## config.mk

```make
export PLATFORM = sky130hd
export DESIGN_NAME = length_prefixed_deframer_unit
export DESIGN_NICKNAME = d
export VERILOG_FILES = /design/src/rtl/core/lpd_pkg.sv /design/src/rtl/core/length_prefixed_deframer_unit.sv
export SDC_FILE = /design/constraint.sdc
export NUM_CORES = 1
export LEC_CHECK = 0
export ABC_AREA = 1
export BUFFER_PORTS_ARGS = -buffer_cell sky130_fd_sc_hd__buf_4
export CAP_MARGIN = 0
export CORE_AREA = 2 2 134 136
export CTS_CLUSTER_SIZE = 12
export DETAILED_ROUTE_END_ITERATION = 8
export DIE_AREA = 0 0 136 138
export GPL_TIMING_DRIVEN = 0
export PLACE_DENSITY = 0.74
export RECOVER_POWER = 25
export SYNTH_ARGS = -nofsm -noshare
export SYNTH_HDL_FRONTEND = slang
export SYNTH_SLANG_ARGS = --single-unit
export TNS_END_PERCENT = 1
```

## constraint.sdc

```tcl
create_clock -name clk -period 7.45 [get_ports clk]
set_clock_uncertainty 0.05 [all_clocks]
set_input_delay 0 -clock clk [delete_from_list [all_inputs] [get_ports clk]]
set_output_delay 0 -clock clk [all_outputs]
set_load 0.01 [all_outputs]
```

## src/rtl/core/lpd_pkg.sv

```systemverilog
// Shared types and constants for the length-prefixed deframer.
package lpd_pkg;

  localparam int unsigned HeaderBytes = 4;
  localparam logic [15:0] LimitReset  = 16'd10240;

  // Result kind carried on tuser
  typedef enum logic [1:0] {
    KIND_PAYLOAD   = 2'd0,
    KIND_EMPTY     = 2'd1,
    KIND_MALFORMED = 2'd2
  } kind_t;

  // Register indexes on the configuration port
  localparam logic REG_SIZE_LIMIT    = 1'b0;
  localparam logic REG_COMMAND_LIMIT = 1'b1;

endpackage

```

## src/rtl/core/length_prefixed_deframer_unit.sv

```systemverilog
// Length-prefixed message deframer: header parse, limit checks and payload pass-through.

// The block takes one received byte per beat and parses packets that open with a
// 4-byte header: total size then command, each 16 bits little-endian, the size
// counting the header. Header bytes give no result. A size below 4 or above
// size_limit, or a command above command_limit, gives one malformed result
// (tuser = 2) and the block then drops every byte until reset. A valid header of
// size 4 gives one empty-packet result (tuser = 1, tlast = 1). Otherwise each
// payload byte is passed on (tuser = 0) with the command and payload length, and
// the final one carries tlast. Throughput is one byte per clock cycle while the
// sink keeps taking results: the parser state and the single output register
// update in the same cycle, and a byte is taken whenever the output register is
// empty or being drained. An accepted byte's result is registered and appears on
// the output in the next cycle. The user must write configuration registers only
// while the stream is idle (not enforced); no clearing pass is needed after reset.
module length_prefixed_deframer_unit (
  input  logic        clk,
  input  logic        rst_n,
  // input stream
  input  logic        in_tvalid,
  output logic        in_tready,
  input  logic [7:0]  in_tdata,        // [7:0] data_byte
  // result stream
  output logic        out_tvalid,
  input  logic        out_tready,
  output logic [39:0] out_tdata,       // [7:0] byte_value, [23:8] command_code,
                                       // [39:24] payload_length
  output logic [1:0]  out_tuser,       // [1:0] kind
  output logic        out_tlast,       // last
  // configuration
  input  logic        cfg_psel,
  input  logic        cfg_penable,
  input  logic        cfg_pwrite,
  input  logic [2:0]  cfg_paddr,
  input  logic [31:0] cfg_pwdata,
  output logic [31:0] cfg_prdata,
  output logic        cfg_pready
);

  // configuration registers
  logic [15:0] size_limit_r;
  logic [15:0] command_limit_r;

  // parser state
  logic [23:0] header_store_r, header_store_nxt;
  logic [1:0]  header_count_r, header_count_nxt;
  logic        in_payload_r, in_payload_nxt;
  logic [15:0] bytes_remaining_r, bytes_remaining_nxt;
  logic [15:0] held_command_r, held_command_nxt;
  logic [15:0] held_length_r, held_length_nxt;
  logic        closed_r, closed_nxt;

  // output register
  logic                out_valid_r, out_valid_nxt;
  lpd_pkg::kind_t      out_kind_r, out_kind_nxt;
  logic [7:0]          out_byte_r, out_byte_nxt;
  logic [15:0]         out_cmd_r, out_cmd_nxt;
  logic [15:0]         out_len_r, out_len_nxt;
  logic                out_last_r, out_last_nxt;

  logic        in_beat;
  logic        cfg_write;
  logic        cfg_index;
  logic [15:0] hdr_size;
  logic [15:0] hdr_cmd;
  logic        hdr_bad;

  // --- configuration port -------------------------------------------------
  assign cfg_pready = 1'b1;
  assign cfg_write  = cfg_psel && cfg_penable && cfg_pwrite && cfg_pready;
  // word address selects the register; byte offset bits are ignored
  assign cfg_index  = cfg_paddr[2];

  always_comb begin
    case (cfg_index)
      lpd_pkg::REG_SIZE_LIMIT:    cfg_prdata = {16'd0, size_limit_r};
      lpd_pkg::REG_COMMAND_LIMIT: cfg_prdata = {16'd0, command_limit_r};
      default:                    cfg_prdata = 32'd0;
    endcase
  end

  always_ff @(posedge clk) begin
    if (!rst_n) begin
      size_limit_r    <= lpd_pkg::LimitReset;
      command_limit_r <= lpd_pkg::LimitReset;
    end else if (cfg_write) begin
      if (cfg_index == lpd_pkg::REG_SIZE_LIMIT) begin
        size_limit_r <= cfg_pwdata[15:0];
      end else begin
        command_limit_r <= cfg_pwdata[15:0];
      end
    end
  end

  // --- handshake ------------------------------------------------------------
  // Take a byte whenever the output register is free or drains this cycle.
  assign in_tready = !out_valid_r || out_tready;
  assign in_beat   = in_tvalid && in_tready;

  // --- header decode on the fourth byte -------------------------------------
  assign hdr_size = header_store_r[15:0];
  assign hdr_cmd  = {in_tdata, header_store_r[23:16]};
  assign hdr_bad  = (hdr_size < 16'(lpd_pkg::HeaderBytes)) || (hdr_size > size_limit_r) ||
                    (hdr_cmd > command_limit_r);

  always_comb begin
    header_store_nxt    = header_store_r;
    header_count_nxt    = header_count_r;
    in_payload_nxt      = in_payload_r;
    bytes_remaining_nxt = bytes_remaining_r;
    held_command_nxt    = held_command_r;
    held_length_nxt     = held_length_r;
    closed_nxt          = closed_r;

    // drain the output register when the sink takes it
    out_valid_nxt = out_valid_r && !out_tready;
    out_kind_nxt  = out_kind_r;
    out_byte_nxt  = out_byte_r;
    out_cmd_nxt   = out_cmd_r;
    out_len_nxt   = out_len_r;
    out_last_nxt  = out_last_r;

    if (in_beat && !closed_r) begin
      if (in_payload_r) begin
        // pass the payload byte on, mark the final one
        out_valid_nxt       = 1'b1;
        out_kind_nxt        = lpd_pkg::KIND_PAYLOAD;
        out_byte_nxt        = in_tdata;
        out_cmd_nxt         = held_command_r;
        out_len_nxt         = held_length_r;
        out_last_nxt        = (bytes_remaining_r == 16'd1);
        bytes_remaining_nxt = bytes_remaining_r - 16'd1;
        if (bytes_remaining_r == 16'd1) begin
          in_payload_nxt = 1'b0;
        end
      end else if (header_count_r != 2'(lpd_pkg::HeaderBytes - 1)) begin
        // gather one of the first three header bytes
        case (header_count_r)
          2'd0:    header_store_nxt[7:0]   = in_tdata;
          2'd1:    header_store_nxt[15:8]  = in_tdata;
          default: header_store_nxt[23:16] = in_tdata;
        endcase
        header_count_nxt = header_count_r + 2'd1;
      end else begin
        header_store_nxt = 24'd0;
        header_count_nxt = 2'd0;
        out_cmd_nxt      = hdr_cmd;
        out_byte_nxt     = 8'd0;
        out_len_nxt      = 16'd0;
        if (hdr_bad) begin
          // report once, then drop everything until reset
          closed_nxt    = 1'b1;
          out_valid_nxt = 1'b1;
          out_kind_nxt  = lpd_pkg::KIND_MALFORMED;
          out_last_nxt  = 1'b0;
        end else begin
          held_command_nxt = hdr_cmd;
          held_length_nxt  = hdr_size - 16'(lpd_pkg::HeaderBytes);
          if (hdr_size == 16'(lpd_pkg::HeaderBytes)) begin
            out_valid_nxt = 1'b1;
            out_kind_nxt  = lpd_pkg::KIND_EMPTY;
            out_last_nxt  = 1'b1;
          end else begin
            bytes_remaining_nxt = hdr_size - 16'(lpd_pkg::HeaderBytes);
            in_payload_nxt      = 1'b1;
          end
        end
      end
    end
  end

  always_ff @(posedge clk) begin
    if (!rst_n) begin
      header_store_r    <= 24'd0;
      header_count_r    <= 2'd0;
      in_payload_r      <= 1'b0;
      bytes_remaining_r <= 16'd0;
      held_command_r    <= 16'd0;
      held_length_r     <= 16'd0;
      closed_r          <= 1'b0;
      out_valid_r       <= 1'b0;
    end else begin
      header_store_r    <= header_store_nxt;
      header_count_r    <= header_count_nxt;
      in_payload_r      <= in_payload_nxt;
      bytes_remaining_r <= bytes_remaining_nxt;
      held_command_r    <= held_command_nxt;
      held_length_r     <= held_length_nxt;
      closed_r          <= closed_nxt;
      out_valid_r       <= out_valid_nxt;
    end
  end

  // payload of the output register needs no reset
  always_ff @(posedge clk) begin
    out_kind_r <= out_kind_nxt;
    out_byte_r <= out_byte_nxt;
    out_cmd_r  <= out_cmd_nxt;
    out_len_r  <= out_len_nxt;
    out_last_r <= out_last_nxt;
  end

  assign out_tvalid = out_valid_r;
  assign out_tdata  = {out_len_r, out_cmd_r, out_byte_r};
  assign out_tuser  = out_kind_r;
  assign out_tlast  = out_last_r;

  // --- assertions -------------------------------------------------------------
  // A byte taken while closed never produces a result.
  a_closed_silent: assert property (@(posedge clk) disable iff (!rst_n)
    in_beat && closed_r |=> !out_tvalid)
    else $error("result produced while closed");

  // A malformed result being delivered means the parser has closed.
  a_malformed_closes: assert property (@(posedge clk) disable iff (!rst_n)
    out_tvalid && out_tuser == lpd_pkg::KIND_MALFORMED |-> closed_r)
    else $error("malformed result without closing");

  // Payload phase and header gathering never overlap, and payload never runs dry.
  a_payload_state: assert property (@(posedge clk) disable iff (!rst_n)
    in_payload_r |-> header_count_r == 2'd0 && bytes_remaining_r != 16'd0)
    else $error("inconsistent payload state");

  // The last payload byte leaves the payload phase.
  a_last_ends_payload: assert property (@(posedge clk) disable iff (!rst_n)
    in_beat && in_payload_r && !closed_r && bytes_remaining_r == 16'd1 |=> !in_payload_r)
    else $error("payload phase overran its length");

endmodule

```

; Word level (Yosys, flattened, before mapping)
; Cells that the tools add are included.
[op_classes]
addsub = 3
order_cmp = 3
eq_ne = 10
mux = 33
n_bitwise = 4
n_reduce_logical = 25
[op_table]
columns = operator, n
row1 = two-way mux 16 bit, 8
row2 = one-hot mux 32 bit (2 select lines), 1
row3 = two-way mux 8 bit, 5
row4 = greater-than comparator 16 bit, 2
row5 = two-way mux 24 bit, 1
row6 = "equality test 16 x 1 -> 1 bit, second input constant", 1
row7 = "equality test 16 x 3 -> 1 bit, second input constant", 1
row8 = "less-than comparator 16 x 3 -> 1 bit, second input constant", 1
row9 = "subtractor 16 x 1 -> 16 bit, second input constant", 1
row10 = "subtractor 16 x 3 -> 16 bit, second input constant", 1
row11 = two-way mux 1 bit, 14
row12 = AND reduction 3 bit, 4
row13 = AND reduction 4 bit, 3
row14 = "inequality test 2 bit, second input constant", 5
row15 = two-way mux 2 bit, 4
row16 = AND reduction 2 bit, 4
row17 = logical AND 1 bit, 5
row18 = "inequality test 2 x 1 -> 1 bit, second input constant", 2
row19 = NOT 1 bit, 4
row20 = zero test 1 bit, 3
row21 = logical OR 1 bit, 3
row22 = nonzero test 3 bit, 1
row23 = "adder 2 x 1 -> 2 bit, second input constant", 1
row24 = "equality test 2 x 1 -> 1 bit, second input constant", 1
row25 = 2 further kinds, 2
[word_totals]
ff_bits = 152
inputBits = 50
output_inout_bits = 78
word_cells = 95

; Logic depth before layout (Yosys ltp)
; Gate-level depths: netlist of the first run.
[logic_depth]
word_depth = 7
depth_mapped = 19
depth_no_buf = 18

; Least setup slack after synthesis of the first run
; OpenSTA, ideal clock, no wires.
[synth_timing]
path_kind = register -> register
start = register in_payload_r
end = register out_last_r, in the netlist out_tlast, enable pin
setup_ps = 307
t_arrival_ps = 3352
required_time_ps = 7093
path_slack_ps = 3740
stages_incl_launch_ff = 7
path_buffers = 2
period_less_slack_ps = 3710
cell_sequence = dfxtp_1 > clkbuf_1 > clkinv_1 > clkbuf_1 > a21oi_1 > nand2_1 > inv_1
[synth_via]
elab_chain_cells = 2
word_cells_on_any_way = 3
classes_between = eq/ne: 1 / reduce/logical: 2
[synth_rtl]
columns = item, line
row1 = start: declaration, length_prefixed_deframer_unit.sv:47  ; logic in_payload_r, in_payload_nxt;
row2 = start signal: assignment, length_prefixed_deframer_unit.sv:185  ; in_payload_r <= in_payload_nxt;
row3 = inequality test 2 bit (no line) or nonzero test 3 bit (tied branches), -
row4 = AND reduction 3 bit (no line) (*), -
row5 = end signal: assignment, length_prefixed_deframer_unit.sv:200  ; out_last_r <= out_last_nxt;
row6 = end: declaration, length_prefixed_deframer_unit.sv:59  ; logic out_last_r, out_last_nxt;
; Mark *: on every way between the ends. The rest lies on a longest branch, timed or not.
; A chain may end at the register's enable or synchronous reset.

; Final worst setup path of the first run
[layout_timing]
start = register in_payload_r
end = register out_byte_r[0], enable pin
[layout_via]
elab_chain_cells = 2
[layout_rtl]
columns = item, line
row1 = inequality test 2 bit (no line), -
row2 = AND reduction 2 bit (no line), -
row3 = end signal: assignment, length_prefixed_deframer_unit.sv:197  ; out_byte_r <= out_byte_nxt;
row4 = end: declaration, length_prefixed_deframer_unit.sv:56  ; logic [7:0] out_byte_r, out_byte_nxt;
; Every way passes these cells.

==> flow_summary.toml, run 1 <==
[clock_tree]
cts_buffers = 17
cts_buffer_depth = 2
post_cts_buffers = 0
clkLatencyLatePin_ns = 0.43
h-tree-depth = 4
cts_tree = "yes"
cts_resized = 0
clock-sinks = 152
clkTransAtPathRegs_ns = 0.06
cts_root_buffer = "clkbuf_16"

[sta]
slew_headroom_pct = 52.48
grt_setup_unrepaired = "no"
setup_viol = 0
min_period_over_period_pct = 32.66
fin_setup_tns_ns = 0
tightest_slew_ns = 0.7128
max_freq_mhz = 411.0
finalWorstSetupSlack_ns = 5.017
fin_crit_ns = 2.433
holdWs_ns = 0.02936
final_max_slew_viol_count = 0
hold_viol = 0

[final_layout]
final_layout_size_suffix_gt1_share_pct = 10.20
final_area_mm2 = 0.009388
register_area_mm2 = 0.003473
syn_to_final_growth_pct = 22.94
nets = 1243
final_cell_mix = "nand2_1 (200), inv_1 (146), o21ai_0 (119)"
final_common_cell = "nand2_1"
n_fill_cell = 1682
n_antenna_cell = 0
multiInputGateArea_mm2 = 0.003332

[place]
dpl_cell_area_mm2 = 0.008701
globalplace.congestion = 0.9196
hpwlAfterDp_mm = 14.81
portBuffers = 92
post-place-ws_ns = 5.045

[route]
drcViolationCount = 0
first_pass_iters = 5
wirelength_mm = 20.38
detail-route-antenna-nets = 0
num_vias = 6998
post_drt_wl_per_cell_um = 14.60
vias_per_cell = 5.013
first_iter_violations = 584

[power_and_ir_drop]
p_per_area_mw_per_mm2 = 217.4
p_leak_uw = 0.004161
vdd_drop_max_mv = 0.1754
report.power.total_uw = 2041
p_comb_share_pct = 16.4
pwr-share-clk_pct = 39.7
internal_power_uw = 1437
switching_share_pct = 29.58
pwr-share-seq_pct = 43.9
switching_power_uw = 603.6

[grt]
grt_pass1_vias = 6399
overflow = 0
grt_max_degree = 29
grt_pass1_wl_mm = 32.46
grt_usage_pct = 22.10
antenna_found_initial = 0

[critical_path]
cp_max_fo = 28
critPathKind = "reg2reg"
cp-end-kind = "flip-flop"
crit_arrival_ns = 2.52
cp-start-kind = "flip-flop"
cp.required_ns = 7.53

[run_status]
status = "finished, final reports clean"

[die]
rows = 49
die_h_um = 138
fp.coreArea_mm2 = 0.01753
die_w_um = 136
start_util_pct = 43.55
die_area_mm2 = 0.01877
ioPinCount = 128

[synth]
ys_ff_latch = 152
yosysSeqAreaShare_pct = 45.49
yosysUniqueCellTypes = 37
netlist_instances = 994
synth_area_mm2 = 0.007636
synth.avg_cell_area_um2 = 7.682
yosysWarnings = 0

[flow_run]
cap_violations = 0

[hold_path]
hold_path.class = "in2reg"
-- cells by family after synthesis --
family	after synthesis	share of synthesized area (%)
DFF	152	45.49
AOI/OAI and AO/OA	228	15.16
buffers and inverters	208	11.70
adders and majority gates	39	6.390
xor gates and xnor gates	17	1.950
and+or+nand+nor	348	19.22
other	2	0.09835
-- power by group through the flow --
stage	clock network (µW)	logic (µW)	registers, µW
after floorplan	0	216	910
after global placement	0	311	914
after detailed placement	0	318	914
after CTS	816	334	896
after global routing	850	372	898
final	810	334	896
-- per-layer routing --
layer  routed length (µm)  share of wire (%)  track usage (%)  vias to the layer above
met4                  731                3.6            9.923                        0
met2                 9250                 45            34.01                      293
li1                     -                  -                -                     3506
met1                 8750                 43            29.54                     3137
met3                 1651                8.1            5.134                       62
met5                    0                  0                0                        -
-- synthesized netlist by cell type, drive strengths merged --
cell	count	area (µm²)
a21o	1	7.510
nand3	26	160.2
ha	39	488.0
clkinv	2	7.510
edfxtp	43	1291
a211oi	2	15.01
buf	32	232.7
o31ai	1	7.510
xnor2	3	26.28
inv	149	559.3
xor2	14	122.6
o22ai	1	6.260
a31oi	1	6.260
nor3	4	35.03
a21oi	102	514.2
dfxtp	109	2182
clkbuf	25	93.84
nand2	202	768.2
nand3b	1	7.510
o21ai	120	600.6
nor4	2	12.51
nand4	18	112.6
conb	2	7.510
nor2	95	371.6
-- worst max-delay path, cell delays in order, from the launching register on --
cell and delay [ns]:
dfxtp_1 0.30, clkbuf_1 0.24, clkinv_1 0.35, clkbuf_1 0.39
a21oi_4 0.53, buf_12 0.25
-- state kept, by name (all words and copies together), names as in the netlist --
signal	cells
command_limit_r	16
out_tvalid	1
closed_r	1
out_tlast	1
in_payload_r	1
header_count_r	2
size_limit_r	16
out_byte_r	8
held_length_r	16
out_tuser	2
out_len_r	16
held_command_r	16
bytes_remaining_r	16
header_store_r	24
out_cmd_r	16
-- final cells by class --
cell class,instances,share of cell area (%)
Buffer,57,3.465
Tap cell,229,3.052
Timing Repair Buffer,126,9.050
Inverter,151,6.038
Multi-Input combinational cell,649,35.49
Sequential cell,152,37.00
Clock inverter,14,1.226
Clock buffer,18,4.678
-- per-stage QoR --
stage,instances,util (%)
floorplan,1009,-
global placement,1330,49.44
detailed placement,1331,49.62
CTS,1396,54.67
global route,1396,53.54
finish,1396,53.54
-- timing repair --
action | CTS | global route
hold endpoints to repair | 60 | 0
hold buffers | 33 | 0
setup endpoints to repair | 0 | 0
-- path summary, 6_finish.rpt --
check / slack, ns / from / cells after the start / endpoint
max reg2reg: 5.02 / in_payload_r / 5 / out_byte_r[0]
max: 5.02 / in_payload_r / 5 / out_byte_r[0]
min reg2reg: 0.41 / closed_r / 2 / closed_r
min: 0.03 / cfg_penable / 4 / command_limit_r[11]
Power figures use the tool's default switching activity.
==> run 2: changes to the inputs <==
--- a/config.mk
+++ b/config.mk
@@ -5,7 +5,7 @@
 export SDC_FILE = /design/constraint.sdc
 export NUM_CORES = 1
 export LEC_CHECK = 0
-export ABC_AREA = 1
+export ABC_AREA = 0
 export BUFFER_PORTS_ARGS = -buffer_cell sky130_fd_sc_hd__buf_4
 export CAP_MARGIN = 0
 export CORE_AREA = 2 2 134 136
==> constraint.sdc (replaced) <==
create_clock -name clk -period 2.3 [get_ports clk]
set_clock_uncertainty 0.05 [all_clocks]
set_input_delay 0 -clock clk [delete_from_list [all_inputs] [get_ports clk]]
set_output_delay 0 -clock clk [all_outputs]
set_load 0.01 [all_outputs]
==> run 2 against run 1 <==
Net effect: the flow now finishes with violations (setup timing); sequential cell count unchanged; combinational power rose to 4.3 times the previous value; worst setup slack worse by 5.4 ns; hold slack better by 0.022 ns; clock-buffer cell count up 3; critical path depth up 4; routed wire length up 10%; critical endpoint is now bytes_remaining_r[4]; largest power group is now the clock network.
==> flow_summary.toml, run 2 <==
[sta]
grt_setup_unrepaired = "yes"
tightest_slew_ns = 0.7522
fin_crit_ns = 2.650
fin_setup_tns_ns = -13.76
min_period_over_period_pct = 115.2
finalWorstSetupSlack_ns = -0.3502
max_freq_mhz = 377.3
hold_viol = 0
slew_headroom_pct = 49.52
holdWs_ns = 0.05123
setup_viol = 56
final_max_slew_viol_count = 0

[route]
post_drt_wl_per_cell_um = 17.87
vias_per_cell = 5.357
first_iter_violations = 660
drcViolationCount = 0
num_vias = 6728
detail-route-antenna-nets = 0
wirelength_mm = 22.44
first_pass_iters = 8

[synth]
synth_top_area_share_pct = 28.48
synthArstFlopShare_pct = 0
yosysWarnings = 0
netlist_instances = 843
synth_area_leader_cell = "dfxtp_1"
synth.avg_cell_area_um2 = 9.089
ys_top_cells_by_area = "dfxtp_1 (28%), edfxtp_1 (17%), nand2_1 (8.5%)"
synth-edff-count = 43
yosysUniqueCellTypes = 68
yosys-top-cells-count = "nand2_1 (173), dfxtp_1 (109), a21oi_1 (58), inv_1 (46), nor2_1 (46)"
synthFlopType = "dfxtp_1"
synth_area_mm2 = 0.007662
ys_ff_latch = 152
yosysSeqAreaShare_pct = 45.33
synth.most_common_cell = "nand2_1"

[die]
die_w_um = 136
ioPinCount = 128
die_area_mm2 = 0.01877
start_util_pct = 43.70
fp.coreArea_mm2 = 0.01753
die_h_um = 138
rows = 49

[place]
hpwlAfterDp_mm = 14.69
portBuffers = 91
globalplace.congestion = 0.9166
post-place-ws_ns = -0.8209

[clock_tree]
h-tree-depth = 4
clkLatencyLatePin_ns = 0.44
cts_tree = "yes"
clkTransAtPathRegs_ns = 0.06
cts_buffer_depth = 2
cts_buffers = 17
clock-sinks = 152
cts_root_buffer = "clkbuf_16"

[hold_path]
hold_path.class = "in2reg"
whs_path_depth = 4
min_to = "bytes_remaining_r[9]"
hp-start = "rst_n"

[critical_path]
rr_worst_depth = 9
rrSetupSlack_ns = -0.35
critPathKind = "reg2reg"
cp_max_fo = 5
cp-start-kind = "flip-flop"
cp.required_ns = 2.63
regToRegEndpoint = "bytes_remaining_r[4]"
cp_num_cells = 9
crit_path_cell_trace = "ha_4 -> and4_4 -> nand4_1 -> a211oi_2 -> a2111oi_4 -> o22ai_4 -> nor2_4 -> a211oi_4 -> a221o_1"
crit_family = "compound AO/OA/AOI/OAI gates"
critical_path_buf_inv_count = 0
cp-end-kind = "flip-flop"
r2r-start = "header_store_r[13]"
crit_arrival_ns = 2.98
slowest_delay_ns = 0.39
critPathSlowestCell = "o22ai_4"

[grt]
grt_max_degree = 22
grt_pass1_vias = 6392
grt_usage_pct = 23.90
grt_pass1_wl_mm = 34.62
antenna_found_initial = 0
overflow = 0

[final_layout]
syn_to_final_growth_pct = 32.46
final_common_cell = "nand2_1"
largest_reg_flops = 24
final_cell_mix = "nand2_1 (172), buf_4 (117), dfxtp_1 (85)"
post-route-util_pct = 57.89
nets = 1103
n_fill_cell = 1528
largest_register = "header_store_r"
n_antenna_cell = 0
final_layout_size_suffix_gt1_share_pct = 25.32

[power_and_ir_drop]
p_per_area_mw_per_mm2 = 733.6
vdd_drop_max_mv = 0.6488
p_leak_uw = 0.003976

[run_status]
status = "finished with violations"
failed_checks = "setup timing"

[flow_run]
cap_violations = 0
[run 2: cell types whose count changed after synthesis, moves of 16 or more]
cell,change
a22oi_1,+17
nand2_1,-27
o21ai_0,-89
a21oi_1,-43
inv_1,-99
nor2_1,-45
mux2_2,+16
nor3_1,+16
mux2i_1,+33
and2_1,+25
[run 2: worst max-delay path by stage]
| stage | endpoint | slack [ns] | start |
|---|---|---|---|
| floorplan | held_command_r[0] | -0.34 | command_limit_r[14] |
| global placement | bytes_remaining_r[6] | -0.74 | header_count_r[0] |
| detailed placement | held_command_r[11] | -0.82 | header_store_r[15] |
| CTS | held_command_r[11] | -0.39 | size_limit_r[15] |
| global route | bytes_remaining_r[4] | -0.45 | header_store_r[13] |
| finish | bytes_remaining_r[4] | -0.35 | header_store_r[13] |
[run 2: what timing repair did]
action | CTS | global route
setup buffers | 6 | 5
hold buffers | 32 | 0
resized for setup | 54 | 44
cloned | 3 | 0
pin swaps | 18 | 18
hold endpoints to repair | 74 | 0
setup endpoints to repair | 112 | 104
[run 2: cell families (layout without fill, tap and decap cells)]
logic type,after synthesis,in the layout,share of synthesized area [%]
buffers and inverters,106,275,6.597
xor gates and xnor gates,11,11,1.257
DFF,152,152,45.33
AOI/OAI and AO/OA,159,159,13.72
other,2,17,0.09801
and+or+nand+nor,325,325,19.97
muxes,49,49,6.662
adders and majority gates,39,39,6.368
[run 2: metrics by stage]
step           cell area (µm²)  instances  power [µW]
2_1_floorplan             7737        858        3839
3_3_place_gp              8707       1178        4181
3_5_place_dp              8713       1178        4208
4_1_cts                   9940       1251        7332
5_1_grt                  10150       1256        7696
6_report                 10150       1256        7446
[run 2: power by group]
group          total (µW)  internal, µW  leakage, µW  switching, µW
combinational        1450           572      0.00236            882
clock                3050          1910     0.000309           1150
sequential           2940          2840      0.00130           98.7
[run 2: per-layer routing]
layer | wire, µm | vias to the layer above | track usage, %
met5 | 0 | - | 0
met4 | 548 | 0 | 8.333
met3 | 1875 | 50 | 4.657
met2 | 10450 | 301 | 37.69
met1 | 9565 | 3133 | 32.72
li1 | - | 3244 | -
[run 2: layout make-up]
cell class | instances | area (µm²) | share of cell area [%]
multi-input cells | 600 | 4031 | 39.72
flip-flops and latches | 152 | 3511 | 34.59
repair buffers | 135 | 1121 | 11.05
clock buffers | 21 | 471.7 | 4.647
plain buffers | 60 | 369.1 | 3.637
well taps | 229 | 286.5 | 2.823
inverters | 46 | 176.4 | 1.738
clock inverters | 11 | 167.7 | 1.652
repair inverters | 2 | 15.01 | 0.1479
[run 2: worst reg2reg max path, stage by stage, from the launching register on]
cell       delay, ns
dfxtp_2         0.37
ha_4            0.29
and4_4          0.23
nand4_1         0.19
a211oi_2        0.29
a2111oi_4       0.09
o22ai_4         0.39
nor2_4          0.13
a211oi_4        0.37
a221o_1         0.20
